--- config.mk ---
export PLATFORM = sky130hd
export DESIGN_NAME = compressed_hdlc_to_lapd_deframer
export DESIGN_NICKNAME = d
export VERILOG_FILES = /design/src/chl_pkg.sv /design/src/chl_front.sv /design/src/chl_queue.sv /design/src/chl_back.sv /design/src/compressed_hdlc_to_lapd_deframer.sv
export SDC_FILE = /design/constraint.sdc
export NUM_CORES = 1
export LEC_CHECK = 0
export BUFFER_PORTS_ARGS = -buffer_cell sky130_fd_sc_hd__buf_2
export CORE_UTILIZATION = 54
export CTS_BUF_LIST = sky130_fd_sc_hd__clkbuf_2 sky130_fd_sc_hd__clkbuf_4 sky130_fd_sc_hd__clkbuf_8
export CTS_CLUSTER_SIZE = 40
export DETAILED_ROUTE_END_ITERATION = 7
export GPL_TIMING_DRIVEN = 1
export PLACE_DENSITY = 0.72
export SLEW_MARGIN = 40
export SYNTH_ARGS = -nofsm -noshare
export SYNTH_HDL_FRONTEND = slang
export SYNTH_SLANG_ARGS = --single-unit
--- constraint.sdc ---
create_clock -name clk -period 9.2 [get_ports clk]
set_clock_uncertainty 0.15 [all_clocks]
set_input_delay 1.84 -clock clk [delete_from_list [all_inputs] [get_ports clk]]
set_output_delay 1.84 -clock clk [all_outputs]
set_load 0.01 [all_outputs]
--- src/chl_pkg.sv ---
// Shared types, constants and the LAPD address mapping for the compressed-header deframer.
// It has no dependencies. The front, queue, back and top level files all use it.
package chl_pkg;

  localparam int MAX_PACKET_BYTES_DEF = 2048;
  localparam int QUEUE_DEPTH          = 4;
  localparam int QPTR_W               = $clog2(QUEUE_DEPTH);
  localparam int QCNT_W               = $clog2(QUEUE_DEPTH + 1);

  localparam logic [6:0] TEI_PASS_MAX = 7'd11;
  localparam logic [6:0] TEI_OFFSET   = 7'd48;

  // One queued unit of output work. A pair holds the two rewritten address
  // bytes of a frame. A single holds one body byte.
  typedef struct packed {
    logic       pair;
    logic [7:0] b0;
    logic [7:0] b1;
    logic       last;
  } chl_op_t;

  function automatic logic [5:0] map_sapi(input logic [2:0] cs);
    logic [5:0] s;
    unique case (cs)
      3'd0, 3'd1: s = 6'd0;
      3'd2:       s = 6'd10;
      3'd3:       s = 6'd11;
      3'd4:       s = 6'd12;
      3'd5, 3'd6: s = 6'd62;
      default:    s = 6'd63;
    endcase
    return s;
  endfunction

  function automatic logic map_cr(input logic [2:0] cs);
    return (cs == 3'd1) || (cs == 3'd6) || (cs == 3'd7);
  endfunction

  function automatic logic [6:0] map_tei(input logic [3:0] ct);
    logic [6:0] t;
    t = {3'b000, ct};
    return (t <= TEI_PASS_MAX) ? t : t + TEI_OFFSET;
  endfunction

  // LAPD address: SAPI, C/R, EA1 clear, TEI, EA2 set.
  function automatic logic [15:0] lapd_addr(input logic [2:0] cs, input logic [3:0] ct);
    return {map_sapi(cs), map_cr(cs), 1'b0, map_tei(ct), 1'b1};
  endfunction

endpackage

--- src/chl_front.sv ---
// Front end of the deframer: it takes packet bytes, tracks the header and packet state
// and pushes the output work into the queue. It depends on chl_pkg.
module chl_front #(
  parameter int MAX_PACKET_BYTES = chl_pkg::MAX_PACKET_BYTES_DEF
) (
  input  logic             clk,
  input  logic             rst,
  input  logic             data_valid,
  output logic             data_stall,
  input  logic [7:0]       data_byte,
  input  logic             packet_first,
  input  logic [11:0]      packet_length,
  input  logic             q_full,
  output logic             push,
  output chl_pkg::chl_op_t push_op
);
  import chl_pkg::*;

  localparam int PLW = $clog2(MAX_PACKET_BYTES + 1);
  localparam int CW  = (PLW > 12) ? PLW : 12;
  localparam int CW1 = CW + 1;

  typedef enum logic [1:0] {PH_HDR1, PH_HDR2, PH_BODY, PH_DROP} phase_t;

  phase_t         phase, phase_next, phase_eff;
  logic [7:0]     held_header_byte, held_header_byte_next;
  logic [8:0]     frame_bytes_left, frame_bytes_left_next, fbl_dec;
  logic [PLW-1:0] packet_bytes_left, packet_bytes_left_next, pbl_eff;
  logic [CW-1:0]  len_ext, len_sat;
  logic [CW1-1:0] hdr_len_w, rem_p1;
  logic [8:0]     hdr_len;
  logic [15:0]    addr;
  logic           take;

  assign data_stall = q_full;
  assign take       = data_valid & ~q_full;

  always_comb begin
    len_ext   = CW'(packet_length);
    len_sat   = (len_ext > CW'(MAX_PACKET_BYTES)) ? CW'(MAX_PACKET_BYTES) : len_ext;
    pbl_eff   = packet_first ? len_sat[PLW-1:0] : packet_bytes_left;
    phase_eff = packet_first ? PH_HDR1 : phase;
    hdr_len   = {held_header_byte[0], data_byte};
    hdr_len_w = CW1'(hdr_len);
    rem_p1    = CW1'(pbl_eff) + CW1'(1);
    addr      = lapd_addr(held_header_byte[7:5], held_header_byte[4:1]);
    fbl_dec   = (packet_first ? 9'd0 : frame_bytes_left) - 9'd1;
  end

  always_comb begin
    phase_next             = phase;
    held_header_byte_next  = held_header_byte;
    frame_bytes_left_next  = frame_bytes_left;
    packet_bytes_left_next = packet_bytes_left;
    push                   = 1'b0;
    push_op                = '0;
    if (take) begin
      if (packet_first) begin
        phase_next             = PH_HDR1;
        frame_bytes_left_next  = 9'd0;
        packet_bytes_left_next = pbl_eff;
      end
      if (pbl_eff != '0) begin
        packet_bytes_left_next = pbl_eff - PLW'(1);
        unique case (phase_eff)
          PH_HDR1: begin
            if (pbl_eff < PLW'(3)) begin
              phase_next = PH_DROP;
            end else begin
              held_header_byte_next = data_byte;
              phase_next            = PH_HDR2;
            end
          end
          PH_HDR2: begin
            if ((hdr_len < 9'd2) || (hdr_len_w > rem_p1)) begin
              phase_next = PH_DROP;
            end else begin
              frame_bytes_left_next = hdr_len - 9'd2;
              push                  = 1'b1;
              push_op.pair          = 1'b1;
              push_op.b0            = addr[15:8];
              push_op.b1            = addr[7:0];
              push_op.last          = (hdr_len == 9'd2);
              phase_next            = (hdr_len == 9'd2) ? PH_HDR1 : PH_BODY;
            end
          end
          PH_BODY: begin
            frame_bytes_left_next = fbl_dec;
            push                  = 1'b1;
            push_op.pair          = 1'b0;
            push_op.b0            = data_byte;
            push_op.last          = (fbl_dec == 9'd0);
            if (fbl_dec == 9'd0) begin
              phase_next = PH_HDR1;
            end
          end
          default: begin
            phase_next = PH_DROP;
          end
        endcase
      end
    end
  end

  always_ff @(posedge clk) begin
    if (rst) begin
      phase             <= PH_HDR1;
      held_header_byte  <= 8'd0;
      frame_bytes_left  <= 9'd0;
      packet_bytes_left <= '0;
    end else begin
      phase             <= phase_next;
      held_header_byte  <= held_header_byte_next;
      frame_bytes_left  <= frame_bytes_left_next;
      packet_bytes_left <= packet_bytes_left_next;
    end
  end

endmodule

--- src/chl_queue.sv ---
// Short register queue of output work between the front and back ends.
// It depends on chl_pkg for the entry type and the depth.
module chl_queue (
  input  logic             clk,
  input  logic             rst,
  input  logic             push,
  input  chl_pkg::chl_op_t push_op,
  input  logic             pop,
  output logic             full,
  output logic             q_valid,
  output chl_pkg::chl_op_t q_op
);
  import chl_pkg::*;

  chl_op_t           entries [QUEUE_DEPTH];
  logic [QPTR_W-1:0] wr_ptr, rd_ptr;
  logic [QCNT_W-1:0] count;
  logic              do_pop;

  assign full    = (count == QCNT_W'(QUEUE_DEPTH));
  assign q_valid = (count != '0);
  assign q_op    = entries[rd_ptr];
  assign do_pop  = pop & q_valid;

  always_ff @(posedge clk) begin
    if (push) begin
      entries[wr_ptr] <= push_op;
    end
  end

  always_ff @(posedge clk) begin
    if (rst) begin
      wr_ptr <= '0;
      rd_ptr <= '0;
      count  <= '0;
    end else begin
      if (push) begin
        wr_ptr <= wr_ptr + QPTR_W'(1);
      end
      if (do_pop) begin
        rd_ptr <= rd_ptr + QPTR_W'(1);
      end
      if (push && !do_pop) begin
        count <= count + QCNT_W'(1);
      end else if (!push && do_pop) begin
        count <= count - QCNT_W'(1);
      end
    end
  end

endmodule

--- src/chl_back.sv ---
// Back end of the deframer: it pops queued work and drives the frame output register,
// splitting an address pair into two items. It depends on chl_pkg.
module chl_back (
  input  logic             clk,
  input  logic             rst,
  input  logic             q_valid,
  input  chl_pkg::chl_op_t q_op,
  output logic             pop,
  output logic             frame_valid,
  input  logic             frame_stall,
  output logic [7:0]       frame_byte,
  output logic             frame_first,
  output logic             frame_last
);
  import chl_pkg::*;

  logic       pend;
  logic [7:0] pend_byte;
  logic       pend_last;
  logic       load;

  assign load = ~frame_valid | ~frame_stall;
  assign pop  = load & ~pend & q_valid;

  always_ff @(posedge clk) begin
    if (rst) begin
      frame_valid <= 1'b0;
      pend        <= 1'b0;
    end else if (load) begin
      if (pend) begin
        frame_valid <= 1'b1;
        frame_byte  <= pend_byte;
        frame_first <= 1'b0;
        frame_last  <= pend_last;
        pend        <= 1'b0;
      end else if (q_valid) begin
        frame_valid <= 1'b1;
        frame_byte  <= q_op.b0;
        frame_first <= q_op.pair;
        frame_last  <= q_op.pair ? 1'b0 : q_op.last;
        pend        <= q_op.pair;
        pend_byte   <= q_op.b1;
        pend_last   <= q_op.last;
      end else begin
        frame_valid <= 1'b0;
      end
    end
  end

endmodule

--- src/compressed_hdlc_to_lapd_deframer.sv ---
// Top level of the compressed-header to LAPD deframer.
// It instantiates chl_front, chl_queue and chl_back and depends on chl_pkg.
//
// The block takes one packet byte per item on the data channel. Each packet carries
// compressed frames placed back to back. Every frame starts with a two-byte header
// that holds a compressed SAPI, a compressed TEI and a nine-bit length that counts
// the header. The block sends each frame out on the frame channel with its header
// rewritten as a two-byte LAPD address. It marks the first and last byte of every
// frame. Where a frame does not fit in the rest of its packet, where two or fewer
// bytes are left at a header, or where a header gives a length below two, the rest
// of the packet is dropped. Bytes that arrive with no packet open are ignored. The
// block takes one byte in every cycle while data_stall is low, and it takes the
// next byte while a result still waits. The second header byte yields two output
// items. The first header byte yields none, so the output side also keeps pace at
// one item per cycle while frame_stall is low. A four-entry queue lies between the
// header parser and the output register. When the frame channel is stalled, that
// queue fills, and then data_stall rises.
module compressed_hdlc_to_lapd_deframer #(
  parameter int MAX_PACKET_BYTES = chl_pkg::MAX_PACKET_BYTES_DEF
) (
  input  logic        clk,
  input  logic        rst,
  input  logic        data_valid,
  output logic        data_stall,
  input  logic [7:0]  data_byte,
  input  logic        packet_first,
  input  logic [11:0] packet_length,
  output logic        frame_valid,
  input  logic        frame_stall,
  output logic [7:0]  frame_byte,
  output logic        frame_first,
  output logic        frame_last
);
  import chl_pkg::*;

  // The front end pushes at most one unit of work per accepted item.
  // The back end pops one unit when its output register can load and no address byte is pending.
  chl_op_t push_op, q_op;
  logic    push, pop, q_full, q_valid;

  chl_front #(
    .MAX_PACKET_BYTES(MAX_PACKET_BYTES)
  ) u_front (
    .clk          (clk),
    .rst          (rst),
    .data_valid   (data_valid),
    .data_stall   (data_stall),
    .data_byte    (data_byte),
    .packet_first (packet_first),
    .packet_length(packet_length),
    .q_full       (q_full),
    .push         (push),
    .push_op      (push_op)
  );

  chl_queue u_queue (
    .clk    (clk),
    .rst    (rst),
    .push   (push),
    .push_op(push_op),
    .pop    (pop),
    .full   (q_full),
    .q_valid(q_valid),
    .q_op   (q_op)
  );

  // An address pair leaves as two items. The first item carries the start-of-frame
  // mark, and the second item carries the end mark when the frame has no body.
  chl_back u_back (
    .clk        (clk),
    .rst        (rst),
    .q_valid    (q_valid),
    .q_op       (q_op),
    .pop        (pop),
    .frame_valid(frame_valid),
    .frame_stall(frame_stall),
    .frame_byte (frame_byte),
    .frame_first(frame_first),
    .frame_last (frame_last)
  );

endmodule

=== After elaboration in Yosys (flattened, before gate mapping) ===
Memory sizes are Yosys's and may differ from the RTL's. A register that Yosys moved wholly into a read port is not among the register bits.
Cells that the tools add are included.

* Muxes and demuxes: 43
* Bitwise operators: 11
* Magnitude comparators: 5
* $add $sub $neg: 9
* Div/mod/pow operators: 0
* Multipliers: 0
* Shift operators: 0
* Eq/ne operators: 11
* Reduce and logical (&&, ||, !) cells: 21

{| class="wikitable"
|+ Operators with widths
! kind !! number
|-
| $mux W18 || 3
|-
| $mux W12 || 4
|-
| $pmux W9 S2 || 2
|-
| $pmux W6 S5 || 1
|-
| $mux W9 || 3
|-
| $mux W8 || 3
|-
| $mux W2 || 8
|-
| $eq A3 B3 Y1 const B || 5
|-
| $add A12 B1 Y13 const B || 1
|-
| $gt A9 B13 Y1 || 1
|-
| $mux W1 || 13
|-
| $gt A12 B12 Y1 const B || 1
|-
| $lt A12 B2 Y1 const B || 1
|-
| $reduce_bool A12 Y1 || 1
|-
| $sub A12 B1 Y12 const B || 1
|-
| $eq A9 B2 Y1 const B || 1
|-
| $logic_not A9 Y1 || 1
|-
| $lt A9 B2 Y1 const B || 1
|-
| $sub A9 B1 Y9 const B || 1
|-
| $sub A9 B2 Y9 const B || 1
|-
| $reduce_and A4 Y1 || 2
|-
| $add A4 B6 Y7 const B || 1
|-
| $mux W7 || 1
|-
| $eq A3 B2 Y1 const B || 2
|-
| 23 further kinds || 41
|}

* Output and inout bits: 12
* Flip-flop bits (word level): 59
* Word-level logic and storage cells: 115
* Memory bits (read-only): 0
* Memories kept: 1
* Bits of input ports: 25
* Bits in latches: 0
* RAM bits: 72

{| class="wikitable"
|+ Memories
! memory !! depth !! bits a word !! read ports !! clocked after memory_dff !! write ports !! line !! RTL
|-
| u_queue.entries || 4 || 18 || 1 || 1 || 1 || chl_queue.sv:15 || <nowiki>chl_op_t entries [QUEUE_DEPTH];</nowiki>
|}

=== Logic depth before layout (Yosys ltp) ===
Gate-level depths: netlist of the first run.

* Depth after elaboration: 14
* Mapped depth: 23
* Depth with buffers taken out: 20

=== Modules after synthesis ===
From an unflattened synthesis of the first run, not the netlist that was laid out.

* Cell total of the unflattened synthesis: 597
* Area total of the unflattened synthesis: 7109.3 µm²

{| class="wikitable"
|+ Modules (own cells, without submodules)
! module !! times used !! seq. area each (µm²) !! cells each !! area an instance (µm²)
|-
| chl_front || 1 || 620.6 || 415 || 3199.3
|-
| chl_queue || 1 || 2342.2 || 138 || 3083.0
|-
| chl_back || 1 || 610.6 || 44 || 827.0
|}

=== Worst setup path after synthesis of the first run ===
OpenSTA, ideal clock, no wires.

* Kind: input to register
* Start: in packet_first
* End: reg u_queue.count[2]
* Data required time: 8.980 ns
* Setup slack: 3.521 ns
* Buffers on the path: 5
* Library setup time: 0.070 ns
* Arrival time: 5.459 ns
* Cell stages on the path: 21
* Cell sequence: buf_6 -> buf_6 -> buf_4 -> buf_2 -> buf_2 -> a21oi_1 -> and3_1 -> or2_2 -> ha_1 -> nand4_1 -> or3_1 -> and3_1 -> o211ai_2 -> a21oi_4 -> inv_1 -> ha_1 -> inv_1 -> fa_1 -> xor2_1 -> or3_1 -> a21oi_1

* Cells in the longest elaborated chain, start to end: 11
* Elaborated cells between the ends (all ways): 17
* Classes of those cells: add/sub (1); order compare (1); eq/ne (2); mux (7); reduce/logical (6)

{| class="wikitable"
|+ RTL lines
! what !! line !! RTL
|-
| start: declaration || compressed_hdlc_to_lapd_deframer.sv:26 || <nowiki>input logic packet_first,</nowiki>
|-
| $mux W12 || chl_front.sv:41 || <nowiki>pbl_eff = packet_first ? len_sat[PLW-1:0] : packet_bytes_left;</nowiki>
|-
| $add A12 B1 Y13 || chl_front.sv:45 || <nowiki>rem_p1 = CW1'(pbl_eff) + CW1'(1);</nowiki>
|-
| $gt A9 B13 Y1 || chl_front.sv:75 || <nowiki>if ((hdr_len < 9'd2) || (hdr_len_w > rem_p1)) begin</nowiki>
|-
| $logic_or A1 B1 Y1 || chl_front.sv:75 ||
|-
| $mux W1 || chl_front.sv:75 ||
|-
| $pmux W1 S2 || chl_front.sv:65 || <nowiki>unique case (phase_eff)</nowiki>
|-
| $mux W1 * || chl_front.sv:63 || <nowiki>if (pbl_eff != '0) begin</nowiki>
|-
| $mux W1 * || chl_front.sv:57 || <nowiki>if (take) begin</nowiki>
|-
| via push || compressed_hdlc_to_lapd_deframer.sv:39 || <nowiki>logic push, pop, q_full, q_valid;</nowiki>
|-
| $logic_not A1 Y1 || chl_queue.sv:45 || <nowiki>end else if (!push && do_pop) begin</nowiki>
|-
| $logic_and A1 B1 Y1 || chl_queue.sv:45 ||
|-
| $reduce_bool A2 Y1 (no line) || n/a ||
|-
| end signal: assignment || chl_queue.sv:44 || <nowiki>count <= count + QCNT_W'(1);</nowiki>
|-
| end signal: assignment || chl_queue.sv:46 || <nowiki>count <= count - QCNT_W'(1);</nowiki>
|-
| end: declaration || chl_queue.sv:17 || <nowiki>logic [QCNT_W-1:0] count;</nowiki>
|}

The timed path passes the listed nets; every way through them passes the cells marked *.
A chain may end at the register's enable or synchronous reset.

=== Worst setup path after layout of the first run ===
Same ends and word-level chain as after synthesis.

==> results of run 1 <==
==> worst max-delay path by stage <==
stage / to / slack [ns] / cells past startpoint
2_1_floorplan: u_queue.count[2] / 3.52 / 21
3_3_place_gp: u_queue.count[2] / 2.90 / 19
3_5_place_dp: u_queue.count[2] / 2.72 / 19
4_1_cts: u_queue.count[2] / 3.19 / 19
5_1_grt: u_queue.count[2] / 2.87 / 19
6_report: u_queue.count[2] / 3.17 / 19
==> synthesized netlist by cell type, types with 6 or more instances <==
library cell,count,area [um^2]
and2_1,7,43.79
inv_1,32,120.1
o22ai_1,7,43.79
and3_1,10,62.56
nor4_1,9,56.30
nor2b_1,12,75.07
a21oi_1,33,165.2
xor2_1,12,105.1
ha_1,24,300.3
dfxtp_1,42,840.8
nor3_1,12,60.06
xnor2_1,13,113.9
clkbuf_1,15,56.30
buf_2,6,30.03
nand3b_1,8,60.06
nand3_1,12,60.06
mux2_2,7,78.83
nor2_1,42,157.7
mux4_2,16,360.4
o221ai_1,7,61.31
mux2i_1,10,100.1
nand2b_1,7,43.79
edfxtp_1,81,2432
nand2_1,62,232.7
o21ai_0,19,95.09
==> layout make-up <==
class                   count  area [um^2]
multi-input cells         424         3152
repair buffers             42        225.2
clock buffers              17        234.0
fillers                   993         4653
flip-flops and latches    123         3276
clock inverters            15        163.9
inverters                  33        123.9
well taps                 147        183.9
==> power groups by stage <==
stage                     logic (mW)  clock network, mW  registers, mW
after floorplan                0.318                  0          0.703
after global placement         0.391                  0          0.732
after detailed placement       0.401                  0          0.734
after CTS                      0.403              0.488          0.723
after global routing           0.448              0.512          0.732
final                          0.407              0.478          0.722
==> sequential cells by signal (all words and copies together), names as in the netlist, named ones only <==
signal and cells:
u_queue.entries 64, u_queue.count 3, u_queue.wr_ptr 2, u_queue.rd_ptr 2
u_front.packet_bytes_left 12, u_front.phase 2, u_front.held_header_byte 8, u_back.pend_byte 6
u_back.frame_valid 1, u_back.frame_last 1, u_back.frame_byte 8, u_back.pend_last 1
u_back.pend 1, u_back.frame_first 1, u_front.frame_bytes_left 9
==> per-stage QoR <==
step | utilization | hold WS [ns] | cell area (um^2)
CTS | 0.6116 | 0.3451 | 7346
floorplan | - | 0.2905 | 6661
global placement | 0.5777 | 0.3082 | 6939
global route | 0.6126 | 0.3570 | 7358
finish | 0.6126 | 0.3457 | 7358
detailed placement | 0.5784 | 0.3330 | 6948
==> layer usage <==
layer	vias up	share of wire
li1	2351	-
met1	2408	0.44
met2	180	0.48
met3	30	0.063
met4	0	0.022
met5	-	0
==> critical path, cell delays in order <==
cell and delay [ns]:
buf_2 0.60, nand4b_1 0.21, a221oi_1 0.47, o21a_1 0.27, nand3_1 0.11, xor2_1 0.17
ha_1 0.30, nand2_1 0.06, or3_1 0.35, and3_1 0.20, o211ai_2 0.16, a21oi_4 0.16
inv_1 0.10, ha_1 0.18, inv_1 0.06, fa_1 0.38, xor2_1 0.17, or3_1 0.31
a21oi_1 0.14
==> logic make-up (layout without fill, tap and decap cells) <==
family | count (synthesis) | after routing | synth area share
AO/OA/AOI/OAI | 123 | 123 | 0.1322
AND/OR/NAND/NOR | 217 | 217 | 0.1745
buffers and inverters | 61 | 107 | 0.03832
XOR/XNOR | 25 | 25 | 0.03287
flip-flops | 123 | 123 | 0.4914
adder cells (fa/ha/maj) | 25 | 25 | 0.04808
multiplexers | 34 | 34 | 0.08265
==> summary.md, run 1 <==
| Metric | Value |
|---|---|
| Run status | completed |
| Number of setup buffers added after CTS | 0 |
| Setup WS post-layout | 3.172 ns |
| P_int | 1.081 mW |
| Global Route met2 Usage | 0.4352 |
| Routed Wire Length | 16.28 mm |
| Sw Pwr | 0.5257 mW |
| Crit share post-route | 0.6553 |
| Mapped cell area | 0.006661 mm^2 |
| TritonCTS clock tree | done |
| Layout Cells excl Fill | 801 |
| Post-synth EDFFs | 81 |
| Hold Path Sink | u_front.packet_bytes_left[6] |
| Routed Antenna Nets | 0 |
| Max Clock Freq | 165.9 MHz |
| Routed len/inst | 20.32 um |
| Cells after Synth | 608 |
| Worst Hold Class | reg2reg |
| Worst Setup SP | packet_first |
| Placer congestion estimate | 0.9361 |
| Critical hold path startpoint | u_front.packet_bytes_left[6] |
| Clock latency on the worst-skew pair | 0.44 ns |
| Rel. slew slack | 0.4744 |
| # setup viols final | 0 |
| Die height | 113.1 um |
| Die width | 113.1 um |
| Hold depth | 2 |
| Row Count | 40 |
| Worst endpoint required time | 9.42 ns |
| Post-Syn Area per Cell | 10.96 um^2 |
| CTS root buf | clkbuf_8 |
| Initial Utilization | 0.5546 |
| Overall power | 1.607 mW |
| Placed cells | 769 |
| Most frequent cells in the layout | edfxtp_1 (81), nand2_1 (62), nor2_1 (41), dfxtp_1 (40), buf_2 (36) |
| Ys flop type | edfxtp_1 |
| Global-route wire length before repair | 25.92 mm |
| PwrDens | 218.4 mW/mm^2 |
| Ys Warns | 0 |
| P&R area growth vs syn | 10.46% |
| Vias per inst | 6.203 |
| Synthesized net count | 658 |
| Sequential Power Share | 0.449 |
| Max-Cap Viols | 0 |
| Met1 usage | 0.3642 |
| Tightest Pin Transition | 0.7884 ns |
| DR iter-0 viols | 490 |
| Post-synth cell types | 78 |
| VDD IR max | 90.03 uV |
| Port-buffer cells | 36 |
| DR pass1 iterations | 5 |
| Grt peak-use layer | met2 |
| Detail Placement HPWL | 11.67 mm |
| Vias in the first global route | 4964 |
| WP data arrival | 6.25 ns |
| Die ar. | 0.01278 mm^2 |
| CP startpoint kind | primary input |
| Reg2reg setup slack | 4.88 ns |
| Share of cells above drive strength 1 | 0.1881 |
| Worst r2r path cells | 18 |
| Place WS | 2.725 ns |
| FF+latch count, synth | 123 |
| Worst-path clk slew | 0.08 ns |
| Total I/O pin count | 37 |
| Final slew viol count | 0 |
| Ys async rst share | 0 |
| Congestion Overflow GR | 0 |
| Leak | 2.721 nW |
| Final Hold Vio Count | 0 |
| Fin crit period | 6.028 ns |
| Worst R2R End | u_queue.count[2] |
| All-Layer GR Usage | 0.2709 |
| Leading cell type in the layout, fill and taps excluded | edfxtp_1 |
| Pin count of the biggest net entering global routing | 48 |
| Setup TNS | 0 ns |
| Met3 Usage GRT | 0.05945 |
| Sw Ratio | 0.3271 |
| Comb pwr share | 0.253 |
| Crit Path Class | in2reg |
| CP endpoint kind | flip-flop |
| Clk buf depth | 2 |
| Routed vias | 4969 |
| Sequential share of the synthesized area | 0.4914 |
| Cts hold-fix bufs | 0 |
| Core Region | 0.01201 mm^2 |
| Initial antenna violation count | 0 |
| Crit-path max FO | 47 |
| Antenna diodes | 0 |
| H-Tree Depth | 4 |
| Clk pwr share | 0.298 |
| Clock Sinks | 123 |
| Reg2reg start | u_front.packet_bytes_left[4] |
| Remaining DRCs | 0 |
| Total Nets Final | 691 |
| CTS resizes | 0 |
| RSZ-0062 raised after global routing | false |
| CTS buffer count | 17 |
Power figures use the tool's default switching activity.
==> run 2, diff against run 1 <==
--- a/config.mk
+++ b/config.mk
@@ -11,7 +11,7 @@
 export CTS_CLUSTER_SIZE = 40
 export DETAILED_ROUTE_END_ITERATION = 7
 export GPL_TIMING_DRIVEN = 1
-export PLACE_DENSITY = 0.72
+export PLACE_DENSITY = 0.75
 export SLEW_MARGIN = 40
 export SYNTH_ARGS = -nofsm -noshare
 export SYNTH_HDL_FRONTEND = slang
==> constraint.sdc (replaced) <==
create_clock -name clk -period 5.05 [get_ports clk]
set_clock_uncertainty 0.15 [all_clocks]
set_input_delay 1.01 -clock clk [delete_from_list [all_inputs] [get_ports clk]]
set_output_delay 1.01 -clock clk [all_outputs]
set_load 0.01 [all_outputs]
==> summary.md, run 2 (synthesized netlist as in run 1, its figures left out) <==
| Metric | Value |
|---|---|
| Run status | completed (unchanged) |
| Die height | 113.1 um (unchanged) |
| Worst endpoint required time | 5.27 ns (was 9.42 ns) |
| Reg area | 0.003274 mm^2 (was 0.003276 mm^2) |
| H-Tree Depth | 4 (unchanged) |
| Detail Placement HPWL | 11.36 mm (was 11.67 mm) |
| CTS resizes | 0 (unchanged) |
| Clk buf depth | 2 (unchanged) |
| Crit-path max FO | 24 (was 47) |
| Initial Utilization | 0.5546 (unchanged) |
| Initial antenna violation count | 0 (unchanged) |
| Fin crit period | 4.630 ns |
| Worst Hold Class | reg2reg (unchanged) |
| Global-route wire length before repair | 25.20 mm (was 25.92 mm) |
| Tightest Pin Transition | 0.8497 ns (was 0.7884 ns) |
| Clock Sinks | 123 (unchanged) |
| Vias in the first global route | 4860 (was 4964) |
| Hold depth | 2 (unchanged) |
| VDD IR max | 186.7 uV (was 90.03 uV) |
| Total Nets Final | 707 (was 691) |
| DR iter-0 viols | 434 (was 490) |
| Max-Cap Viols | 0 (unchanged) |
| Critical hold path startpoint | u_front.packet_bytes_left[1] (was u_front.packet_bytes_left[6]) |
| Fillers | 986 (was 993) |
| PwrDens | 391.7 mW/mm^2 (was 218.4 mW/mm^2) |
| Place WS | 0.01534 ns (was 2.725 ns) |
| CTS root buf | clkbuf_8 (unchanged) |
| CP endpoint kind | flip-flop (unchanged) |
| Most flops, register | u_queue.entries (unchanged) |
| Multi-input gate area | 0.003134 mm^2 (was 0.003152 mm^2) |
| Final Hold Vio Count | 0 (unchanged) |
| Pin count of the biggest net entering global routing | 42 (was 48) |
| Max reg flops | 64 (unchanged) |
| Congestion Overflow GR | 0 (unchanged) |
| Total I/O pin count | 37 (unchanged) |
| Routed vias | 5005 (was 4969) |
| Die width | 113.1 um (unchanged) |
| Reg2reg setup slack | 0.94 ns (was 4.88 ns) |
| Number of setup buffers added after CTS | 0 (unchanged) |
| Worst R2R End | u_queue.count[2] (unchanged) |
| Core Region | 0.01201 mm^2 (unchanged) |
| Worst-path clk slew | 0.07 ns (was 0.08 ns) |
| Setup TNS | 0 ns (unchanged) |
| Routed len/inst | 19.38 um (was 20.32 um) |
| # setup viols final | 0 (unchanged) |
| WP data arrival | 4.85 ns (was 6.25 ns) |
| Remaining DRCs | 0 (unchanged) |
| Port-buffer cells | 36 (unchanged) |
| CP startpoint kind | primary input (unchanged) |
| Most frequent cells in the layout | edfxtp_1 (81), nand2_1 (62), nor2_1 (42), dfxtp_1 (41), buf_2 (36) (was edfxtp_1 (81), nand2_1 (62), nor2_1 (41), dfxtp_1 (40), buf_2 (36)) |
| Crit share post-route | 0.9167 |
| Final hold slack | 0.3382 ns (was 0.3457 ns) |
| Final slew viol count | 0 (unchanged) |
| DR pass1 iterations | 7 (was 5) |
| Crit Path Class | in2reg (unchanged) |
| Routed Antenna Nets | 0 (unchanged) |
| Routed Wire Length | 15.82 mm (was 16.28 mm) |
| Clock latency on the worst-skew pair | 0.44 ns (about the same) |
| Rel. slew slack | 0.4335 (was 0.4744) |
| Antenna diodes | 0 (unchanged) |
| Placer congestion estimate | 0.9735 (was 0.9361) |
| TritonCTS clock tree | done (unchanged) |
| Leading cell type in the layout, fill and taps excluded | edfxtp_1 (unchanged) |
| Cts hold-fix bufs | 0 (unchanged) |
| Max Clock Freq | 216.0 MHz |
| Setup WS post-layout | 0.4205 ns (was 3.172 ns) |
| CTS buffer count | 17 (unchanged) |
| RSZ-0062 raised after global routing | false (unchanged) |
| Share of cells above drive strength 1 | 0.2018 (was 0.1881) |
| Hold Path Sink | u_front.packet_bytes_left[1] (was u_front.packet_bytes_left[6]) |
| P&R area growth vs syn | 11.80% (was 10.46%) |
| Die ar. | 0.01278 mm^2 (unchanged) |
| All-Layer GR Usage | 0.2631 (was 0.2709) |
| DP Area | 0.007061 mm^2 (was 0.006948 mm^2) |
| Leak | 2.791 nW (was 2.721 nW) |
| Row Count | 40 (unchanged) |
| Worst r2r path cells | 18 (unchanged) |
| Reg2reg start | u_front.packet_bytes_left[6] (was u_front.packet_bytes_left[4]) |
| Biggest regs | u_queue.entries (64), u_front.packet_bytes_left (12), u_front.frame_bytes_left (9) (unchanged) |
| Vias per inst | 6.134 (was 6.203) |
| Fin area | 0.007447 mm^2 (was 0.007358 mm^2) |
[run 2: cell count changes in the layout (fill, tap and decap cells not counted), sizes merged]
cell,previous run,this run
buf,42,58
inv,38,36
clkbuf,17,18
[run 2: per-layer routing]
metal,global-route usage,vias to the layer above,part of all wire
li1,-,2364,-
met1,0.3183,2408,0.42
met2,0.4384,193,0.49
met3,0.06267,40,0.061
met4,0.1377,0,0.030
met5,0,-,0
[run 2: how the worst max path moves through the flow]
stage | from | to | slack [ns] | depth (start not counted)
floorplan | packet_first | u_queue.count[2] | 0.20 | 21
CTS | packet_first | u_queue.count[2] | 0.49 | 19
detailed placement | packet_first | u_queue.count[2] | 0.02 | 19
global route | packet_first | u_queue.count[2] | 0.13 | 19
finish | packet_first | u_queue.count[2] | 0.42 | 19
global placement | packet_first | u_queue.count[2] | 0.13 | 19
[run 2: stage by stage]
| stage | utilization | instances | power, mW |
|---|---|---|---|
| detailed placement | 0.5878 | 785 | 2.080 |
| global route | 0.6200 | 816 | 3.055 |
| finish | 0.6200 | 816 | 2.917 |
| global placement | 0.5877 | 785 | 2.054 |
| CTS | 0.6199 | 816 | 2.924 |
| floorplan | - | 608 | 1.860 |
[run 2: final cells by class]
cell class,count,share of cell area
multi-input combinational,424,0.4209
tap,147,0.02470
clock buffer,18,0.03243
inverter,33,0.01663
sequential,123,0.4397
clock inverter,13,0.01932
timing repair buffer,58,0.04637
[run 2: worst max-delay path, cell delays in order]
cell      delay [ns]
buf_2           0.31
nand4b_1        0.19
a221oi_1        0.40
o21a_1          0.26
nand3_1         0.11
xor2_1          0.16
ha_1            0.30
nand2_1         0.07
or3_1           0.35
and3_1          0.20
o211ai_2        0.10
a21oi_4         0.08
inv_1           0.07
ha_1            0.17
inv_1           0.06
fa_1            0.37
xor2_1          0.18
or3_1           0.30
a21oi_1         0.15
[run 2: where the power goes]
part           switching, mW  internal (mW)  total, mW
logic                  0.413          0.341      0.754
registers              0.121           1.20       1.32
clock network          0.403          0.444      0.847
